[src/sv/wros_pkg.sv]
// ============================================================================
// wros_pkg
// Shared types and constants of the window ROI overlap scorer.
// ============================================================================
package wros_pkg;

    // Defaults for the top-level parameters
    localparam int MAX_WINDOW_DEFAULT = 16;
    localparam int COORD_BITS_DEFAULT = 13;

    // Fixed field widths
    localparam int CMD_W   = 2;
    localparam int CFG_W   = 5;
    localparam int SCORE_W = 16;

    // Window size after reset
    localparam logic [CFG_W-1:0] WINDOW_SIZE_RST = 5'd16;

    // Command codes
    typedef enum logic [CMD_W-1:0] {
        CMD_ADD   = 2'd0,
        CMD_DECAY = 2'd1,
        CMD_SCORE = 2'd2
    } wros_cmd_t;

    // Sequencer states
    typedef enum logic [3:0] {
        ST_IDLE,
        ST_MAKEROOM,
        ST_LOAD,
        ST_TRIM,
        ST_DROP,
        ST_SETTLE,
        ST_OVERLAP,
        ST_MULT,
        ST_DEN,
        ST_DIV,
        ST_DONE
    } wros_state_t;

    // Per-cell control from the sequencer
    typedef struct packed {
        logic shift;
        logic load;
    } wros_cell_ctl_t;

endpackage

[src/sv/wros_cell.sv]
// ============================================================================
// wros_cell
// One window slot: holds a rectangle, shifts toward the oldest end on a
// drop, and merges its rectangle into the bounding box passing through.
// ============================================================================
module wros_cell
    import wros_pkg::*;
#(
    parameter int COORD_BITS = COORD_BITS_DEFAULT
)
(
    input  logic                  clk,
    input  logic                  rst_n,
    input  wros_cell_ctl_t        ctl,
    input  logic [COORD_BITS-1:0] new_x,
    input  logic [COORD_BITS-1:0] new_y,
    input  logic [COORD_BITS-1:0] new_w,
    input  logic [COORD_BITS-1:0] new_h,
    input  logic                  nbr_valid,
    input  logic [COORD_BITS-1:0] nbr_x,
    input  logic [COORD_BITS-1:0] nbr_y,
    input  logic [COORD_BITS-1:0] nbr_w,
    input  logic [COORD_BITS-1:0] nbr_h,
    output logic                  own_valid,
    output logic [COORD_BITS-1:0] own_x,
    output logic [COORD_BITS-1:0] own_y,
    output logic [COORD_BITS-1:0] own_w,
    output logic [COORD_BITS-1:0] own_h,
    input  logic                  box_in_any,
    input  logic [COORD_BITS-1:0] box_in_x0,
    input  logic [COORD_BITS-1:0] box_in_y0,
    input  logic [COORD_BITS:0]   box_in_x1,
    input  logic [COORD_BITS:0]   box_in_y1,
    output logic                  box_out_any,
    output logic [COORD_BITS-1:0] box_out_x0,
    output logic [COORD_BITS-1:0] box_out_y0,
    output logic [COORD_BITS:0]   box_out_x1,
    output logic [COORD_BITS:0]   box_out_y1
);

    localparam int SIDE_W = COORD_BITS + 1;

    logic                  valid_reg;
    logic [COORD_BITS-1:0] x_reg;
    logic [COORD_BITS-1:0] y_reg;
    logic [COORD_BITS-1:0] w_reg;
    logic [COORD_BITS-1:0] h_reg;

    logic                  any_reg;
    logic [COORD_BITS-1:0] x0_reg;
    logic [COORD_BITS-1:0] y0_reg;
    logic [SIDE_W-1:0]     x1_reg;
    logic [SIDE_W-1:0]     y1_reg;

    logic                  any_next;
    logic [COORD_BITS-1:0] x0_next;
    logic [COORD_BITS-1:0] y0_next;
    logic [SIDE_W-1:0]     x1_next;
    logic [SIDE_W-1:0]     y1_next;
    logic [SIDE_W-1:0]     end_x;
    logic [SIDE_W-1:0]     end_y;

    // Slot occupancy
    always_ff @(posedge clk or negedge rst_n)
    begin
        if (!rst_n)
        begin
            valid_reg <= 1'b0;
        end
        else if (ctl.load)
        begin
            valid_reg <= 1'b1;
        end
        else if (ctl.shift)
        begin
            valid_reg <= nbr_valid;
        end
    end

    // Slot rectangle: load a new one or take the younger neighbor's
    always_ff @(posedge clk)
    begin
        if (ctl.load)
        begin
            x_reg <= new_x;
            y_reg <= new_y;
            w_reg <= new_w;
            h_reg <= new_h;
        end
        else if (ctl.shift)
        begin
            x_reg <= nbr_x;
            y_reg <= nbr_y;
            w_reg <= nbr_w;
            h_reg <= nbr_h;
        end
    end

    // Merge this slot into the incoming box
    always_comb
    begin
        end_x    = SIDE_W'(x_reg) + SIDE_W'(w_reg);
        end_y    = SIDE_W'(y_reg) + SIDE_W'(h_reg);
        any_next = box_in_any;
        x0_next  = box_in_x0;
        y0_next  = box_in_y0;
        x1_next  = box_in_x1;
        y1_next  = box_in_y1;
        if (valid_reg)
        begin
            any_next = 1'b1;
            if (!box_in_any)
            begin
                x0_next = x_reg;
                y0_next = y_reg;
                x1_next = end_x;
                y1_next = end_y;
            end
            else
            begin
                x0_next = (x_reg < box_in_x0) ? x_reg : box_in_x0;
                y0_next = (y_reg < box_in_y0) ? y_reg : box_in_y0;
                x1_next = (end_x > box_in_x1) ? end_x : box_in_x1;
                y1_next = (end_y > box_in_y1) ? end_y : box_in_y1;
            end
        end
    end

    // Hand the running box to the next slot
    always_ff @(posedge clk or negedge rst_n)
    begin
        if (!rst_n)
        begin
            any_reg <= 1'b0;
        end
        else
        begin
            any_reg <= any_next;
        end
    end

    always_ff @(posedge clk)
    begin
        x0_reg <= x0_next;
        y0_reg <= y0_next;
        x1_reg <= x1_next;
        y1_reg <= y1_next;
    end

    assign own_valid   = valid_reg;
    assign own_x       = x_reg;
    assign own_y       = y_reg;
    assign own_w       = w_reg;
    assign own_h       = h_reg;
    assign box_out_any = any_reg;
    assign box_out_x0  = x0_reg;
    assign box_out_y0  = y0_reg;
    assign box_out_x1  = x1_reg;
    assign box_out_y1  = y1_reg;

endmodule

[config.mk]
export PLATFORM = sky130hd
export DESIGN_NAME = wros_cell
export DESIGN_NICKNAME = d
export VERILOG_FILES = /design/src/sv/wros_pkg.sv /design/src/sv/wros_cell.sv
export SDC_FILE = /design/constraint.sdc
export NUM_CORES = 1
export LEC_CHECK = 0
export BUFFER_PORTS_ARGS = -buffer_cell sky130_fd_sc_hd__buf_4
export CAP_MARGIN = 30
export CORE_MARGIN = 3
export CORE_UTILIZATION = 49
export CTS_CLUSTER_DIAMETER = 120
export DETAILED_ROUTE_END_ITERATION = 10
export PLACE_DENSITY_LB_ADDON = 0.3
export RECOVER_POWER = 100
export SLEW_MARGIN = 25
export SYNTH_ARGS = -nofsm -noshare
export SYNTH_HDL_FRONTEND = slang
export SYNTH_SLANG_ARGS = --single-unit
[constraint.sdc]
create_clock -name clk -period 4.88 [get_ports clk]
set_clock_uncertainty 0.1 [all_clocks]
set_input_delay 0.244 -clock clk [delete_from_list [all_inputs] [get_ports clk]]
set_output_delay 0.244 -clock clk [all_outputs]
set_load 0.1 [all_outputs]
## After elaboration in Yosys (flattened, before gate mapping)

Index checks and enable logic that the tools add are counted.

- Add/sub/neg operators: 2
- Magnitude comparators: 4
- Multiplexer cells: 23
- Reductions and logical operators: 1

Operators with widths:

| kind | count |
|---|---|
| $mux W13 | 14 |
| $mux W14 | 6 |
| $add A13 B13 Y14 | 2 |
| $gt A14 B14 Y1 | 2 |
| $lt A13 B13 Y1 | 2 |
| $mux W1 | 3 |
| $reduce_bool A2 Y1 | 1 |

- Register bits: 108
- Output and inout bits: 108

## Longest topological paths before layout

- Depth in word-level cells: 5
- Mapped depth: 16

## Least setup slack after synthesis

Ideal clock, no wire load.

- Path kind: flip-flop to flip-flop
- Start: register y_reg[0] (netlist: own_y[0])
- End: register y1_reg[10] (netlist: box_out_y1[10])
- Arrival time: 4.130 ns
- Data required time: 4.659 ns
- Setup slack: 0.530 ns
- Cell stages (with the launch flop): 16
- Buffers on the path: 1
- Cells stage by stage: edfxtp_1 -> ha_1 -> inv_1 -> fa_1 -> nor2b_1 -> o31ai_1 -> a211oi_1 -> a31oi_1 -> xnor2_1 -> ha_1 -> nand4_1 -> a21oi_1 -> a21oi_1 -> a21oi_1 -> buf_2 -> mux2_2

- Cells in the longest elaborated chain, start to end: 5

RTL lines:

| element | line | source |
|---|---|---|
| start, declared | wros_cell.sv:45 | `logic [COORD_BITS-1:0] y_reg;` |
| start signal, assigned | wros_cell.sv:86 | `y_reg <= new_y;` |
| start signal, assigned | wros_cell.sv:93 | `y_reg <= nbr_y;` |
| $add A13 B13 Y14 * | wros_cell.sv:103 | `end_y = SIDE_W'(y_reg) + SIDE_W'(h_reg);` |
| $gt A14 B14 Y1 | wros_cell.sv:124 | `y1_next = (end_y > box_in_y1) ? end_y : box_in_y1;` |
| $mux W14 | wros_cell.sv:124 |  |
| $mux W14 * | wros_cell.sv:112 | `if (!box_in_any)` |
| $mux W14 * | wros_cell.sv:109 | `if (valid_reg)` |
| named net y1_next[10] | wros_cell.sv:59 | `logic [SIDE_W-1:0] y1_next;` |
| end signal, assigned | wros_cell.sv:147 | `y1_reg <= y1_next;` |
| end, declared | wros_cell.sv:53 | `logic [SIDE_W-1:0] y1_reg;` |

Mark *: on every way through the listed nets, which the timed path passes. The rest lies on a longest branch.
A chain may end at the register's enable or synchronous reset.

## Worst setup path in the final report

- Start: input ctl[0] (netlist name)
- End: register w_reg[4] (netlist: own_w[4]), enable pin

- Cells in the longest elaborated chain, start to end: 1

RTL lines:

| element | line | source |
|---|---|---|
| start, declared | wros_cell.sv:14 | `input wros_cell_ctl_t ctl,` |
| $reduce_bool A2 Y1 (no line) | - |  |
| end signal, assigned | wros_cell.sv:87 | `w_reg <= new_w;` |
| end signal, assigned | wros_cell.sv:94 | `w_reg <= nbr_w;` |
| end, declared | wros_cell.sv:46 | `logic [COORD_BITS-1:0] w_reg;` |

Every way passes these cells.

==> impl_results.html <==
<table>
<tr><th>Metric</th><th>Value</th></tr>
<tr><th colspan="2">Drt</th></tr>
<tr><td>Routed wire length per instance</td><td>about 18 um</td></tr>
<tr><td>Detailed-routed wire length on met2</td><td>slightly below 9000 um</td></tr>
<tr><td>Wire length on met1</td><td>7890 um</td></tr>
<tr><td>Remaining antenna violation count after routing</td><td>0</td></tr>
<tr><td>Highest routed layer</td><td>met4</td></tr>
<tr><td>Number of vias per cell after detailed routing</td><td>5.35</td></tr>
<tr><td>DRC errors left</td><td>0</td></tr>
<tr><td>Vias</td><td>about 5400</td></tr>
<tr><td>Drt pass-1 iters</td><td>7</td></tr>
<tr><td>Met3 wire len</td><td>~1300 um</td></tr>
<tr><td>Wire length after detailed routing</td><td>approximately 19000 um</td></tr>
<tr><td>Initial detailed-routing violation count</td><td>around 380</td></tr>
<tr><th colspan="2">Timing</th></tr>
<tr><td>Final sum of negative setup slack</td><td>0 ps</td></tr>
<tr><td>Total count of hold-check failures in the final report</td><td>0</td></tr>
<tr><td>Total setup violations reported at the end of the flow</td><td>0</td></tr>
<tr><td>Slew at the pin with the worst max-slew slack</td><td>between 2000 and 3000 ps</td></tr>
<tr><td>Shortest period the worst path allows</td><td>4160 ps</td></tr>
<tr><td>Worst slew margin relative to its limit</td><td>-91.7%</td></tr>
<tr><td>Peak clock frequency supported by timing</td><td>between 200 and 250 MHz</td></tr>
<tr><td>Final max-slew violation count</td><td>55</td></tr>
<tr><td>Final critical-path share of the clock period</td><td>85.2%</td></tr>
<tr><td>RSZ-0062 raised after global routing</td><td>no</td></tr>
<tr><th colspan="2">Synthesis</th></tr>
<tr><td>Number of instances in the synthesized netlist</td><td>563</td></tr>
<tr><td>Dominant cells by area after synthesis</td><td>edfxtp_1 (24%), dfxtp_1 (17%), mux2_2 (16%), ha_1 (15%), inv_1 (3.8%)</td></tr>
<tr><td>Top cell type's share of synthesized area</td><td>approximately 24%</td></tr>
<tr><td>Net Count, Synth</td><td>807</td></tr>
<tr><td>Synth warnings</td><td>0</td></tr>
<tr><td>Total standard cell area after synthesis</td><td>~0.0065 mm^2</td></tr>
<tr><td>Share of synthesized area occupied by flip-flops and latches</td><td>41.7%</td></tr>
<tr><td>Most frequently used cell type in the post-synthesis netlist</td><td>mux2_2</td></tr>
<tr><td>List of most frequent post-synthesis cells</td><td>mux2_2 (91), ha_1 (78), inv_1 (66)</td></tr>
<tr><td>Most frequently used flop master after synthesis</td><td>dfxtp_1</td></tr>
<tr><td>Cell type with the highest aggregate area in the netlist</td><td>edfxtp_1</td></tr>
<tr><td>#FFs+latches synth</td><td>between 100 and 150</td></tr>
<tr><td>Avg Inst Size Synth</td><td>about 11 um^2</td></tr>
<tr><td>Post-synth EDFFs</td><td>52</td></tr>
<tr><td>Synth async-reset ratio</td><td>approximately 1.9%</td></tr>
<tr><td>Count of different cell masters after synthesis</td><td>between 40 and 50</td></tr>
<tr><th colspan="2">Critical path</th></tr>
<tr><td>Maximum cell stage delay along the critical path</td><td>roughly 2000 ps</td></tr>
<tr><td>Startpoint types</td><td>primary input</td></tr>
<tr><td>R2R cell count</td><td>15</td></tr>
<tr><td>Critical path fanouts, max</td><td>54</td></tr>
<tr><td>Slowest cell on the critical path</td><td>clkbuf_1</td></tr>
<tr><td>Critical-path cell list</td><td>clkbuf_1 &gt; or2_1 &gt; buf_4</td></tr>
<tr><td>FF-to-FF setup slack</td><td>approximately 800 ps</td></tr>
<tr><td>Largest delay contributor family on the critical path</td><td>buffers and inverters</td></tr>
<tr><td>Crit path arrival time</td><td>between 4000 and 5000 ps</td></tr>
<tr><td>Worst R2R Start</td><td>own_y[0]</td></tr>
<tr><td>Capture instance of the worst register-to-register path</td><td>box_out_y1[2]</td></tr>
<tr><td>Critical path launch point</td><td>ctl[0]</td></tr>
<tr><td>Type of the worst setup path</td><td>primary input to register</td></tr>
<tr><td>Worst Path Required</td><td>about 4800 ps</td></tr>
<tr><td>Buffer and inverter count on the worst path</td><td>2</td></tr>
<tr><td>Critical path capture point type</td><td>register</td></tr>
<tr><th colspan="2">Finish</th></tr>
<tr><td>End-of-flow core utilization</td><td>between 60% and 70%</td></tr>
<tr><td>Fraction of final layout cells with drive strength greater than 1</td><td>a little under a third</td></tr>
<tr><td>Total non-filler cell area in the finished layout</td><td>between 0.008 and 0.009 mm^2</td></tr>
<tr><td>Syn-to-layout area delta</td><td>31.8%</td></tr>
<tr><td>Final net count</td><td>approximately 1100</td></tr>
<tr><td>Number of antenna cells inserted</td><td>0</td></tr>
<tr><td>Final standard cell count with taps included and fillers excluded</td><td>1017</td></tr>
<tr><th colspan="2">GRT</th></tr>
<tr><td>Via count of the first global-routing pass</td><td>5436</td></tr>
<tr><td>Grt ovf</td><td>0</td></tr>
<tr><td>Initial antenna violation count</td><td>0</td></tr>
<tr><td>Global-route wire length before repair</td><td>approximately 28000 um</td></tr>
<tr><td>Maximum number of pins on one net before global-route repair</td><td>55</td></tr>
<tr><td>Total GRT Usage</td><td>between 20% and 30%</td></tr>
<tr><th colspan="2">Clock tree</th></tr>
<tr><td>H-tree depth</td><td>3</td></tr>
<tr><td>Later-pin clock latency in the skew report</td><td>roughly 350 ps</td></tr>
<tr><td>Count of clock tree sinks</td><td>108</td></tr>
<tr><td>Root cell of the clock tree</td><td>clkbuf_16</td></tr>
<tr><td>Maximum buffer depth of the clock tree</td><td>2</td></tr>
<tr><td>Quantity of gates resized following cts</td><td>0</td></tr>
<tr><td>Clock tree from TritonCTS</td><td>built</td></tr>
<tr><td>Number of buffers added by the clock tree synthesis step</td><td>9</td></tr>
<tr><td>Clock Pin Slew Worst Setup and Hold Paths</td><td>roughly 70 ps</td></tr>
<tr><th colspan="2">Floorplan</th></tr>
<tr><td>I/O pin count</td><td>approximately 270</td></tr>
<tr><td>Total Die Area</td><td>between 0.01 and 0.015 mm^2</td></tr>
<tr><td>Std-Cell Rows</td><td>41</td></tr>
<tr><td>Die width</td><td>approximately 120 um</td></tr>
<tr><td>Effective utilization at floorplan</td><td>about half</td></tr>
<tr><td>Die extent in y</td><td>121 um</td></tr>
<tr><td>Core area</td><td>roughly 0.013 mm^2</td></tr>
<tr><th colspan="2">Placement</th></tr>
<tr><td>Placed Cells</td><td>1000</td></tr>
<tr><td>Placement-stage cell area</td><td>between 0.008 and 0.009 mm^2</td></tr>
<tr><td>Detailed placer's ending HPWL</td><td>15100 um</td></tr>
<tr><td>Number of buffers added on ports</td><td>around 270</td></tr>
<tr><td>Routability Congestion</td><td>roughly 0.95</td></tr>
<tr><th colspan="2">Worst hold path</th></tr>
<tr><td>Min-delay worst type</td><td>primary input to register</td></tr>
<tr><td>Cell depth of the worst min-delay path</td><td>2</td></tr>
<tr><td>Worst min-delay path startpoint</td><td>nbr_valid</td></tr>
<tr><td>Hold Path End</td><td>own_valid</td></tr>
<tr><th colspan="2">Power</th></tr>
<tr><td>Pwr dens</td><td>around 510 mW/mm^2</td></tr>
<tr><td>Part of the power in the clock network</td><td>~16%</td></tr>
<tr><td>NetSw</td><td>2.28 mW</td></tr>
<tr><td>Static Leakage</td><td>3.86 nW</td></tr>
<tr><td>Worst voltage drop across the vdd grid</td><td>between 0.4 and 0.5 mV</td></tr>
<tr><td>Comb pwr share</td><td>55.5%</td></tr>
<tr><td>Portion of total power attributed to sequential cells</td><td>between 20% and 30%</td></tr>
<tr><td>Switching share of power</td><td>a little over half</td></tr>
<tr><td>Internal Dissipation</td><td>about 2.1 mW</td></tr>
<tr><th colspan="2">Run status</th></tr>
<tr><td>Violations in the final reports</td><td>capacitance limit, slew limit</td></tr>
<tr><td>Status</td><td>finished, violations left</td></tr>
<tr><th colspan="2">Flow run</th></tr>
<tr><td>Max cap viols</td><td>1</td></tr>
</table>
[kinds of logic after synthesis]
group	Yosys count	share of synthesized area [%]
flops	108	41.7
mux	106	18.9
compound gates	98	10.3
fa+ha+maj	80	15.7
buf+inv	77	4.79
simple gates	76	6.09
xor+xnor	18	2.44
[placed cells by master (no fill, tap or decap), types with 9 or more instances in the layout]
master	synthesis	routed
a21o_1	12	12
mux2_1	2	23
edfxtp_1	52	52
clkbuf_16	0	9
nor2_1	14	14
dfxtp_1	54	54
a21oi_1	26	26
a211oi_1	10	10
buf_4	0	162
o21ai_0	15	15
clkbuf_1	6	116
nor3_1	9	9
nand2_1	17	17
xnor2_1	14	14
inv_1	66	66
ha_1	78	78
mux2_2	91	79
[per-layer routing]
| layer | track usage (%) | vias to the layer above |
|---|---|---|
| li1 | - | 2632 |
| met4 | 8.50 | 0 |
| met2 | 42.0 | 227 |
| met3 | 4.68 | 32 |
| met1 | 32.1 | 2548 |
| met5 | 0 | - |
[repair_timing]
item | CTS | global route
setup buffers | 0 | 0
hold buffers | 1 | 0
endpoints found under the hold margin | 2 | 0
[flip-flops by register name (all words and copies together) (netlist names)]
| register | cells |
|---|---|
| box_out_x1 | 14 |
| box_out_y1 | 14 |
| box_out_x0 | 13 |
| box_out_y0 | 13 |
| own_h | 13 |
| own_w | 13 |
| own_x | 13 |
| own_y | 13 |
| box_out_any | 1 |
| own_valid | 1 |
[layout make-up]
cell class / count / area [um^2]
Clock buffer: 11 / 233
Clock inverter: 5 / 43.8
Fill cell: 1075 / 4270
Inverter: 66 / 248
Multi-Input combinational cell: 378 / 3420
Sequential cell: 108 / 2690
Tap cell: 172 / 215
Timing Repair Buffer: 277 / 1650
[worst register-to-register path: cells and delay by family, from the launching register on]
family | cells | cell delay [ps]
compound gates | 6 | 1210
fa+ha+maj | 3 | 930
buf+inv | 2 | 410
flops | 1 | 410
mux | 1 | 390
simple gates | 2 | 340
xor+xnor | 1 | 170
[power groups by stage]
stage | logic [mW] | clock network (mW) | registers, mW
finish | 2.41 | 0.702 | 1.22
global route | 2.53 | 0.745 | 1.24
CTS | 2.58 | 0.715 | 1.23
detailed placement | 2.58 | 0 | 1.25
global placement | 2.53 | 0 | 1.24
floorplan | 0.732 | 0 | 2.49
[worst max path at each step]
stage / cells past startpoint / end
after floorplan: 15 / box_out_y1[10]
after global placement: 14 / box_out_x1[8]
after detailed placement: 14 / box_out_x1[7]
after CTS: 14 / box_out_x1[7]
after global routing: 3 / own_w[4]
final: 3 / own_w[4]
[stage by stage]
step                      setup WS, ps  power [mW]  hold WS [ps]
after floorplan                    530        3.23          -152
after global placement            1060        3.77         -73.9
after detailed placement           951        3.82         -71.0
after CTS                          923        4.53         0.988
after global routing               379        4.51          10.9
final                              723        4.33          13.4
Power figures use the tool's default switching activity.
