==> config.mk <==
export PLATFORM = sky130hd
export DESIGN_NAME = wros_div
export DESIGN_NICKNAME = d
export VERILOG_FILES = /design/src/sv/wros_pkg.sv /design/src/sv/wros_div.sv
export SDC_FILE = /design/constraint.sdc
export NUM_CORES = 1
export LEC_CHECK = 0
export ABC_CLOCK_PERIOD_IN_PS = 2800
export BUFFER_PORTS_ARGS = -buffer_cell sky130_fd_sc_hd__buf_2
export CORE_MARGIN = 2
export CORE_UTILIZATION = 52
export DETAILED_ROUTE_END_ITERATION = 16
export PLACE_DENSITY_LB_ADDON = 0.12
export SLEW_MARGIN = 10
export SYNTH_ARGS = -nofsm -noshare
export SYNTH_HDL_FRONTEND = slang
export SYNTH_SLANG_ARGS = --single-unit
==> constraint.sdc <==
create_clock -name clk -period 2.8 [get_ports clk]
set_input_delay 0.42 -clock clk [delete_from_list [all_inputs] [get_ports clk]]
set_output_delay 0.42 -clock clk [all_outputs]
set_load 0.01 [all_outputs]
==> src/sv/wros_pkg.sv <==
// ============================================================================
// wros_pkg
// Shared types and constants of the window ROI overlap scorer.
// ============================================================================
package wros_pkg;

    // Defaults for the top-level parameters
    localparam int MAX_WINDOW_DEFAULT = 16;
    localparam int COORD_BITS_DEFAULT = 13;

    // Fixed field widths
    localparam int CMD_W   = 2;
    localparam int CFG_W   = 5;
    localparam int SCORE_W = 16;

    // Window size after reset
    localparam logic [CFG_W-1:0] WINDOW_SIZE_RST = 5'd16;

    // Command codes
    typedef enum logic [CMD_W-1:0] {
        CMD_ADD   = 2'd0,
        CMD_DECAY = 2'd1,
        CMD_SCORE = 2'd2
    } wros_cmd_t;

    // Sequencer states
    typedef enum logic [3:0] {
        ST_IDLE,
        ST_MAKEROOM,
        ST_LOAD,
        ST_TRIM,
        ST_DROP,
        ST_SETTLE,
        ST_OVERLAP,
        ST_MULT,
        ST_DEN,
        ST_DIV,
        ST_DONE
    } wros_state_t;

    // Per-cell control from the sequencer
    typedef struct packed {
        logic shift;
        logic load;
    } wros_cell_ctl_t;

endpackage

==> src/sv/wros_div.sv <==
// ============================================================================
// wros_div
// Restoring divider, one quotient bit per cycle, for a fraction num/den
// with num below den.
// ============================================================================
module wros_div
    import wros_pkg::*;
#(
    parameter int NUM_W = 28,
    parameter int DEN_W = 29,
    parameter int Q_W   = SCORE_W
)
(
    input  logic             clk,
    input  logic             rst_n,
    input  logic             start,
    input  logic [NUM_W-1:0] num,
    input  logic [DEN_W-1:0] den,
    output logic             done,
    output logic [Q_W-1:0]   quot
);

    localparam int STEP_W = (Q_W > 1) ? $clog2(Q_W) : 1;

    logic              active_reg;
    logic              done_reg;
    logic [STEP_W-1:0] step_reg;
    logic [DEN_W-1:0]  rem_reg;
    logic [DEN_W-1:0]  den_reg;
    logic [Q_W-1:0]    quot_reg;

    logic [DEN_W:0]    rem_dbl;
    logic              bit_set;
    logic [DEN_W:0]    rem_sub;
    logic [DEN_W-1:0]  rem_next;

    // One trial subtraction
    always_comb
    begin
        rem_dbl  = {rem_reg, 1'b0};
        bit_set  = (rem_dbl >= {1'b0, den_reg});
        rem_sub  = rem_dbl - {1'b0, den_reg};
        rem_next = bit_set ? rem_sub[DEN_W-1:0] : rem_dbl[DEN_W-1:0];
    end

    // Step control
    always_ff @(posedge clk or negedge rst_n)
    begin
        if (!rst_n)
        begin
            active_reg <= 1'b0;
            done_reg   <= 1'b0;
            step_reg   <= '0;
        end
        else if (start)
        begin
            active_reg <= 1'b1;
            done_reg   <= 1'b0;
            step_reg   <= '0;
        end
        else if (active_reg)
        begin
            if (step_reg == STEP_W'(Q_W - 1))
            begin
                active_reg <= 1'b0;
                done_reg   <= 1'b1;
            end
            else
            begin
                step_reg <= step_reg + STEP_W'(1);
            end
        end
        else
        begin
            done_reg <= 1'b0;
        end
    end

    // Remainder and quotient
    always_ff @(posedge clk)
    begin
        if (start)
        begin
            rem_reg  <= DEN_W'(num);
            den_reg  <= den;
            quot_reg <= '0;
        end
        else if (active_reg)
        begin
            rem_reg  <= rem_next;
            quot_reg <= {quot_reg[Q_W-2:0], bit_set};
        end
    end

    assign done = done_reg;
    assign quot = quot_reg;

endmodule

Word level (Yosys, flattened, before mapping)
Index checks and enable logic that the tools add are counted.
W data, S select, Z words.
{"block": "word_totals", "rom_bits": 0, "latch_bits": 0, "ramBits": 0, "wordCells": 27, "n_memories": 0, "out_inout_bits": 17, "ff_bits": 80, "inputBits": 60}
{"block": "op_classes", "n_addsub": 2, "n_mux": 12, "bitwise": 0, "eq_ne": 3, "n_shift": 0, "reduce_logical": 2, "magnitude_cmp": 1, "n_mul": 0, "n_div": 0}
{"cell": "$mux W28", "count": 2}
{"cell": "$ge A30 B29 Y1", "count": 1}
{"cell": "$mux W29", "count": 1}
{"cell": "$sub A29 B29 Y29", "count": 1}
{"cell": "$mux W4", "count": 3}
{"cell": "$mux W1", "count": 6}
{"cell": "$add A4 B1 Y4 const B", "count": 1}
{"cell": "$eq A4 B4 Y1 const B", "count": 1}
{"cell": "$ne A3 B2 Y1 const B", "count": 1}
{"cell": "$ne A2 B2 Y1 const B", "count": 1}
{"cell": "$reduce_and A2 Y1", "count": 1}
{"cell": "$reduce_bool A2 Y1", "count": 1}

Logic depth before layout (Yosys ltp)
Gate-level depths: netlist of the first run.
{"block": "depth", "ltp_word": 4, "mapped_depth": 13, "mapped_depth_nobuf": 11}

Worst setup path after synthesis of the first run
Ideal clock, no wire load.
{"block": "synth_path", "path_kind": "flip-flop to flip-flop", "start": "reg rem_reg[8]", "end": "reg rem_reg[6] (data pin)", "arrival_time_ns": 2.487, "slack_ns": 0.052, "stages_incl_launch_ff": 12, "setup_time_ns": 0.261, "path_buffers": 3, "required_time_ns": 2.539, "synth_period_minus_slack_ns": 2.748, "cell_sequence": "edfxtp_1 > ha_1 > buf_6 > a211o_1 > a31oi_2 > o211ai_2 > o31ai_4 > o31ai_4 > a21o_1 > buf_6 > buf_6 > a221o_1"}
{"block": "synth_via", "elab_chain_cells": 4}
{"element": "start, declared", "line_no": "wros_div.sv:28", "rtl": "logic [DEN_W-1:0] rem_reg;"}
{"element": "start signal, assigned", "line_no": "wros_div.sv:84", "rtl": "rem_reg <= DEN_W'(num);"}
{"element": "start signal, assigned", "line_no": "wros_div.sv:90", "rtl": "rem_reg <= rem_next;"}
{"element": "$ge A30 B29 Y1", "line_no": "wros_div.sv:41", "rtl": "bit_set = (rem_dbl >= {1'b0, den_reg});"}
{"element": "$mux W29", "line_no": "wros_div.sv:43", "rtl": "rem_next = bit_set ? rem_sub[DEN_W-1:0] : rem_dbl[DEN_W-1:0];"}
{"element": "$mux W28", "line_no": "wros_div.sv:88", "rtl": "else if (active_reg)"}
{"element": "$mux W28", "line_no": "wros_div.sv:82", "rtl": "if (start)"}
No other way between the ends. The select of a mux whose other input is x is not followed.
A chain may end at the register's enable or synchronous reset.

Worst setup path in the final report of the first run
{"block": "layout_path", "start": "reg rem_reg[8]", "end": "reg rem_reg[23] (data pin)"}
{"block": "layout_via", "elab_chain_cells": 4, "elab_cells_between_ends": 5, "classes_between": "add/sub (1); order compare (1); mux (3)"}
{"element": "$sub A29 B29 Y29 or $ge A30 B29 Y1 (tied branches)", "line_no": "wros_div.sv:42, wros_div.sv:41"}
{"element": "$mux W29 *", "line_no": "wros_div.sv:43"}
{"element": "$mux W28 *", "line_no": "wros_div.sv:88"}
{"element": "$mux W28 *", "line_no": "wros_div.sv:82"}
Mark *: on every way between the ends. The rest lies on a longest branch, timed or not. The select of a mux whose other input is x is not followed.

==> results of run 1 <==
-- worst max-delay path by stage --
stage | cells past startpoint | endpoint
2_1_floorplan | 11 | rem_reg[6]
3_3_place_gp | 9 | rem_reg[25]
5_1_grt | 11 | rem_reg[20]
4_1_cts | 10 | rem_reg[27]
6_report | 11 | rem_reg[23]
3_5_place_dp | 10 | rem_reg[27]
-- power groups by stage --
stage | Sequential, W | Clock (W) | Combinational (W)
floorplan | 0.00173 | 0 | 0.00249
global placement | 0.00177 | 0 | 0.00319
detailed placement | 0.00179 | 0 | 0.00327
CTS | 0.00176 | 0.000847 | 0.00331
global route | 0.00180 | 0.000891 | 0.00406
finish | 0.00177 | 0.000824 | 0.00370
-- placed cells by master (no fill, tap or decap), types with 4 or more instances in the layout --
cell type and instances:
o211ai_1 5, a21oi_2 4, a21o_1 12, a31o_2 5, nor2_1 48, nand4_1 6
o311ai_2 4, dfxtp_1 17, xnor2_1 18, inv_1 42, edfxtp_1 57, nand3_1 14
nor3_1 5, o21ai_0 14, buf_4 32, xor2_1 6, mux2i_1 30, nand2b_1 6
ha_2 4, dfrtp_1 6, a21oi_1 34, buf_2 76, nand2_1 30, o21a_1 4
and3_1 8, clkbuf_8 10, nor2b_1 4, ha_1 25
-- per-stage QoR --
step | setup WS, ns | hold WS (ns) | util | setup TNS, ns
finish | 0.0422 | 0.228 | 0.651 | 0
global route | -0.0677 | 0.208 | 0.651 | -1.12
CTS | 0.00717 | 0.213 | 0.630 | 0
detailed placement | 0.00738 | 0.252 | 0.606 | 0
global placement | 0.0515 | 0.249 | 0.606 | 0
floorplan | 0.0519 | 0.124 | - | 0
-- per-layer routing --
layer  up-vias  part of all wire
li1       1990                 -
met1      1917              0.44
met2       108              0.50
met3        12             0.050
met4         0             0.011
met5         -                 0
-- cell type report --
type	instances	share of cell area
multi-input cells	346	0.429
flip-flops and latches	80	0.366
repair buffers	114	0.121
well taps	129	0.0268
inverters	42	0.0262
clock buffers	10	0.0229
clock inverters	6	0.00811
-- cells by family after synthesis --
group	Yosys count
mux	31
flops	80
buf+inv	66
xor+xnor	24
simple gates	138
fa+ha+maj	31
compound gates	122
-- timing repair --
action / in CTS / in global routing
gates cloned: 0 / 2
hold endpoints to repair: 6 / 0
setup buffers: 1 / 4
hold buffers: 1 / 0
setup endpoints to repair: 3 / 27
pin swaps: 1 / 8
gates resized for setup: 4 / 29
-- critical path: cells and delay by family, from the launching register on --
| kind | cells | cell delay (ns) |
|---|---|---|
| AND/OR/NAND/NOR | 2 | 0.35 |
| buffers and inverters | 2 | 0.31 |
| AO/OA/AOI/OAI | 6 | 1.10 |
| flip-flops | 1 | 0.42 |
| adder cells (fa/ha/maj) | 1 | 0.34 |
==> results.md, run 1 <==
* EDFF count, synth at between 50 and 60
* Grt ovf at 0
* Placed instance count at 703
* Yosys warns at 0
* Part of the cycle the worst path needs at 0.985
* Share of cells above drive strength 1 at 0.286
* Routed Antenna Nets at 0
* Worst relative slew slack at 0.670
* Starting Density at 0.536
* Post-synthesis adder-cell area fraction at 0.0798
* Total Routing Usage GR at 0.227
* GR Layer Usage met2 at 0.397
* Buffers on Ports at between 70 and 80
* Min Clock Period, post-route at 2.76 ns
* WL final at around 11,000 microns
* PwrDens at around 1000 mW/mm^2
* Top post-synthesis cells by area: edfxtp_1 (35%), ha_1 (7.6%), dfxtp_1 (6.9%), mux2i_1 (6.3%), a21oi_1 (3.7%)
* Area fraction in compound gates after synthesis at 0.178
* Final Instance Area at around 0.006 sq mm
* Synth cell count leaders: edfxtp_1 (57), nor2_1 (48), inv_1 (42)
* Area share of the largest cell type after synthesis at 0.345
* Clk buf depth at 2
* Worst Hold Class: input port to flop
* Via density at approximately 5.5
* DRC Markers at 0
* R2r endpoint: rem_reg[23]
* # rows at 35
* Layer with the highest usage: met2
* Root Buffer: clkbuf_8
* Core area at between 0.009 and 0.01 sq mm
* Dominant combinational cell family by area after synthesis: compound AO/OA/AOI/OAI gates
* Initial antenna violation count at 0
* Internal at about 0.0038 W
* Final Slew Violations at 0
* Total power at between 0.006 and 0.007 W
* Setup crit start: rem_reg[8]
* Final #Nets at around 700
* F_max at around 0.36 GHz
* Via count at between 4,000 and 5,000
* Register area at 0.00220 sq mm
* Critical path's slowest cell: edfxtp_1
* Critical Path Max Stage Delay at 0.42 ns
* Most frequent CP cell: o31ai_4
* Reg power frac at 0.282
* Startpoint types: flop
* Syn-to-layout area delta at 21.4%
* Total CTS buffers at 9
* Mux share of post-synthesis cell area at 0.0626
* Mapped Area at between 0.004 and 0.005 sq mm
* GPL Wtd Cong at ~0.9
* Most common cell in the netlist: edfxtp_1
* Max-cap violations at 0
* Cell Count, Final, Fillers Out at approximately 730
* Skew final at ~0.012 ns
* Drt pass-1 iters at 5
* Net Count, Synth at just under 600
* Crit path cell chain: ha_1, buf_6, and3_4, nand4_1, a21oi_2, o31ai_4, o31ai_4, a21o_4, clkbuf_16, o21ai_0, a31o_2
* Switching share of power at 0.403
* Fillers at 767
* Antenna cells at 0
* Clk slew on worst S/H paths at ~0.09 ns
* Later-pin clock latency in the skew report at ~0.36 ns
* R2R Setup Slk at 0.04 ns
* #FFs+latches synth at 80
* Final HPWL DP at between 8000 and 9000 microns
* CTS tree: yes
* Worst IR drop on VDD at 0.416 mV
* Clock network power share at 0.131
* Syn avg cell area at between 10 and 15 sq um
* Area of the die at 0.0103 sq mm
* Vias in the first global route at around 4,000
* Setup crit end kind: flop
* Hold depth at 1
* Largest net degree at the start of global routing at 48
* M1 GR Usage at 0.290
* Footprint of the multi-input gates at roughly 0.0026 sq mm
* Dpl cell area at about 0.0056 sq mm
* Critical path arrival at 2.88 ns
* Ys flop type: edfxtp_1
* Unrepaired setup endpoints after global routing: true
* Worst-Margin Slew at about 0.50 ns
* Critical Path RT at 2.92 ns
* Leakage at about 2.8 nW
* Post-Synth XOR/XNOR Area at 0.0424
* Worst hold start: den[19]
* NetSw at between 0.002 and 0.003 W
* Seq/Total Area, Yosys at 0.444
* Yosys top cell by area: edfxtp_1
* Crit path max fanout at 13
* Worst Hold Path EP: den_reg[19]
* First-pass GRT wire length at 18,500 microns
* Cells after Synth at roughly 490
* Final setup violation count at 0
* Die width at approximately 100 microns
* Routed len/inst at 15.6 microns
* DRT iter0 DRCs at 218
* Final Hold Viols at 0
* Yosys cell types at between 50 and 60
* # clock sinks at 80
* FFs w/ async S/R, synth at 0.0750
* Io pins at just under 80
* Reg2Reg Depth at 11
* Die Y-Extent at approximately 100 microns
* Worst reg2reg startpoint: rem_reg[8]
* H-tree depth at 3
* Post-Synth Simple-Gate Area at 0.134
* Worst Setup Path Type: flop to flop
* Comb pwr share at 0.588
* Met3 Use GR at 0.0393
* Status: finished, final reports clean
Power figures use the tool's default switching activity.
==> run 2: changes to the inputs <==
ABC_AREA = 1   (was unset)
CORE_UTILIZATION = 53   (was 52)
==> results.md, run 2 <==
* Final setup violation count at 0
* Worst-Margin Slew at slightly above 0.5 ns
* Antenna cells at 0
* Worst Setup Path Type: flop to flop
* GR Layer Usage met2 at 0.449
* Starting Density at 0.541
* Met3 Use GR at 0.0632
* Largest net degree at the start of global routing at 43
* Dpl cell area at 0.00608 sq mm
* Syn-to-layout area delta at 14.0%
* Buffers on Ports at 76
* Worst hold start: den[22]
* GPL Wtd Cong at slightly below 1
* DRT iter0 DRCs at 251
* Io pins at between 70 and 80
* Post-route setup TNS at 0 ns
* Skew final at 0.0152 ns
* Layer with the highest usage: met2
* Clk slew on worst S/H paths at around 0.1 ns
* Final Instance Area at 0.00632 sq mm
* Net Count, Synth at around 860
* Fillers at around 960
* Startpoint types: flop
* Drt pass-1 iters at 5
* Critical Path Max Stage Delay at roughly 0.41 ns
* First-pass GRT wire length at between 20,000 and 25,000 microns
* R2r endpoint: rem_reg[12]
* Cells after Synth at around 770
* R2R Setup Slk at 0.31 ns
* Critical path's slowest cell: ha_1
* Synth cell count leaders: nand2_1 (266), inv_1 (128), nand3_1 (58)
* Final HPWL DP at approximately 12,000 microns
* Most frequent CP cell: nand2_1
* Worst relative slew slack at 0.657
* Area share of the largest cell type after synthesis at 0.309
* Top post-synthesis cells by area: edfxtp_1 (31%), nand2_1 (18%), inv_1 (8.7%), ha_1 (6.8%), dfxtp_1 (6.1%)
* Hold depth at 1
* Part of the cycle the worst path needs at 0.889
* Total CTS buffers at 9
* F_max at roughly 0.40 GHz
* Yosys warns at 0
* Leakage at ~3.3 nW
* Worst Hold Class: input port to flop
* #FFs+latches synth at 80
* PwrDens at 1010 mW/mm^2
* Unrepaired setup endpoints after global routing: false
* Syn avg cell area at slightly above 7 sq um
* Routed len/inst at approximately 15 microns
* Ys flop type: edfxtp_1
* DRC Markers at 0
* # clock sinks at 80
* FFs w/ async S/R, synth at 0.0750
* Total power at approximately 0.0064 W
* Worst reg2reg startpoint: rem_reg[19]
* Most frequent cells in the layout: nand2_1 (265), inv_1 (128), buf_2 (76)
* Final #Nets at 944
* Seq/Total Area, Yosys at 0.398
* M1 GR Usage at 0.366
* Crit path cell chain: ha_1, nand2_1, inv_1, a21oi_1, nand2_1, inv_1, nand3_1, nand2_1, nand3b_1, nand3_1, nand2_1
* Yosys top cell by area: edfxtp_1
* Grt ovf at 0
* CTS tree: yes
* Min Clock Period, post-route at between 2 and 2.5 ns
* Root Buffer: clkbuf_8
* Mapped Area at ~0.0055 sq mm
* Core area at 0.0102 sq mm
* Commonest non-fill, non-tap cell in the layout: nand2_1
* Die Y-Extent at 106 microns
* Final Hold Viols at 0
* Initial antenna violation count at 0
* Setup crit end kind: flop
* Reg2Reg Depth at 11
* Via count at slightly above 5,000
* # rows at 37
* Most common cell in the netlist: nand2_1
* Status: finished, final reports clean
* Yosys cell types at 38
* WL final at around 15,000 microns
* H-tree depth at 3
* Share of cells above drive strength 1 at 0.166
* Crit path max fanout at 7
* Setup WS post-layout at 0.311 ns
* Final Slew Violations at 0
* Worst Hold Path EP: den_reg[22]
* Area of the die at around 0.011 sq mm
* Routed Antenna Nets at 0
* Die width at between 100 and 150 microns
* Worst IR drop on VDD at just under 0.5 mV
* Setup WS pre-CTS at just over 0.2 ns
* Max-cap violations at 0
* Critical Path RT at 2.95 ns
* Critical path arrival at around 2.6 ns
* Vias in the first global route at about 5,000
* EDFF count, synth at 57
* Later-pin clock latency in the skew report at about 0.40 ns
* Via density at just over 5
* Total Routing Usage GR at 0.276
* Clk buf depth at 2
==> run 2: changes by cell type in the layout (fill, tap and decap cells not counted), sizes merged, moves of 14 or more <==
cell,before,now
a21oi,38,24
o22ai,0,14
nor2,48,81
nand3,14,59
inv,45,133
nand2,31,274
mux2i,31,0
buf,111,87
==> run 2: repair_timing <==
item,in CTS,in global routing
setup buffers,0,2
hold endpoints to repair,6,0
resized for setup,0,1
hold buffers,1,0
setup endpoints to repair,0,2
==> run 2: cells by family after synthesis <==
logic type / count (synthesis) / share of synthesized area
AND/OR/NAND/NOR: 442 / 0.345
buffers and inverters: 144 / 0.105
flip-flops: 80 / 0.398
AO/OA/AOI/OAI: 56 / 0.0585
adder cells (fa/ha/maj): 31 / 0.0714
XOR/XNOR: 14 / 0.0221
==> run 2: report_power, final <==
part / switching, W / internal [W] / total, W
Clock: 0.000484 / 0.000472 / 0.000956
Combinational: 0.00231 / 0.00133 / 0.00364
Sequential: 0.000181 / 0.00160 / 0.00178
==> run 2: how the worst max path moves through the flow <==
stage,from,endpoint,slack [ns],cells after the start
6_report,rem_reg[19],rem_reg[12],0.31,11
5_1_grt,rem_reg[19],rem_reg[12],0.11,11
4_1_cts,rem_reg[1],rem_reg[26],0.18,14
3_5_place_dp,rem_reg[1],rem_reg[26],0.20,14
3_3_place_gp,rem_reg[19],rem_reg[26],0.19,12
2_1_floorplan,start,rem_reg[0],0.62,4
==> run 2: final cells by class <==
| cell class | count | area [sq um] | area share |
|---|---|---|---|
| clock buffer | 11 | 153 | 0.0242 |
| clock inverter | 5 | 58.8 | 0.00931 |
| inverter | 131 | 492 | 0.0779 |
| multi-input combinational | 543 | 2760 | 0.436 |
| sequential | 80 | 2200 | 0.349 |
| tap | 136 | 170 | 0.0269 |
| timing repair buffer | 88 | 485 | 0.0769 |
==> run 2: through the flow <==
step / utilization / cells / hold slack, ns
after floorplan: - / 767 / 0.124
after global placement: 0.594 / 975 / 0.243
after detailed placement: 0.594 / 975 / 0.246
after CTS: 0.616 / 992 / 0.176
after global routing: 0.617 / 994 / 0.175
final: 0.617 / 994 / 0.187
==> run 2: worst max-delay path, delay by kind of cell (launching register included) <==
kind,cells,cell delay [ns]
and+or+nand+nor,7,1.07
buffers and inverters,2,0.13
adders and majority gates,1,0.41
AOI/OAI and AO/OA,1,0.24
DFF,1,0.39
==> run 2: layer usage <==
layer	wire, microns	vias to the layer above
met5	0	-
met4	284	0
met3	843	18
met2	6790	147
met1	6730	2328
li1	-	2599
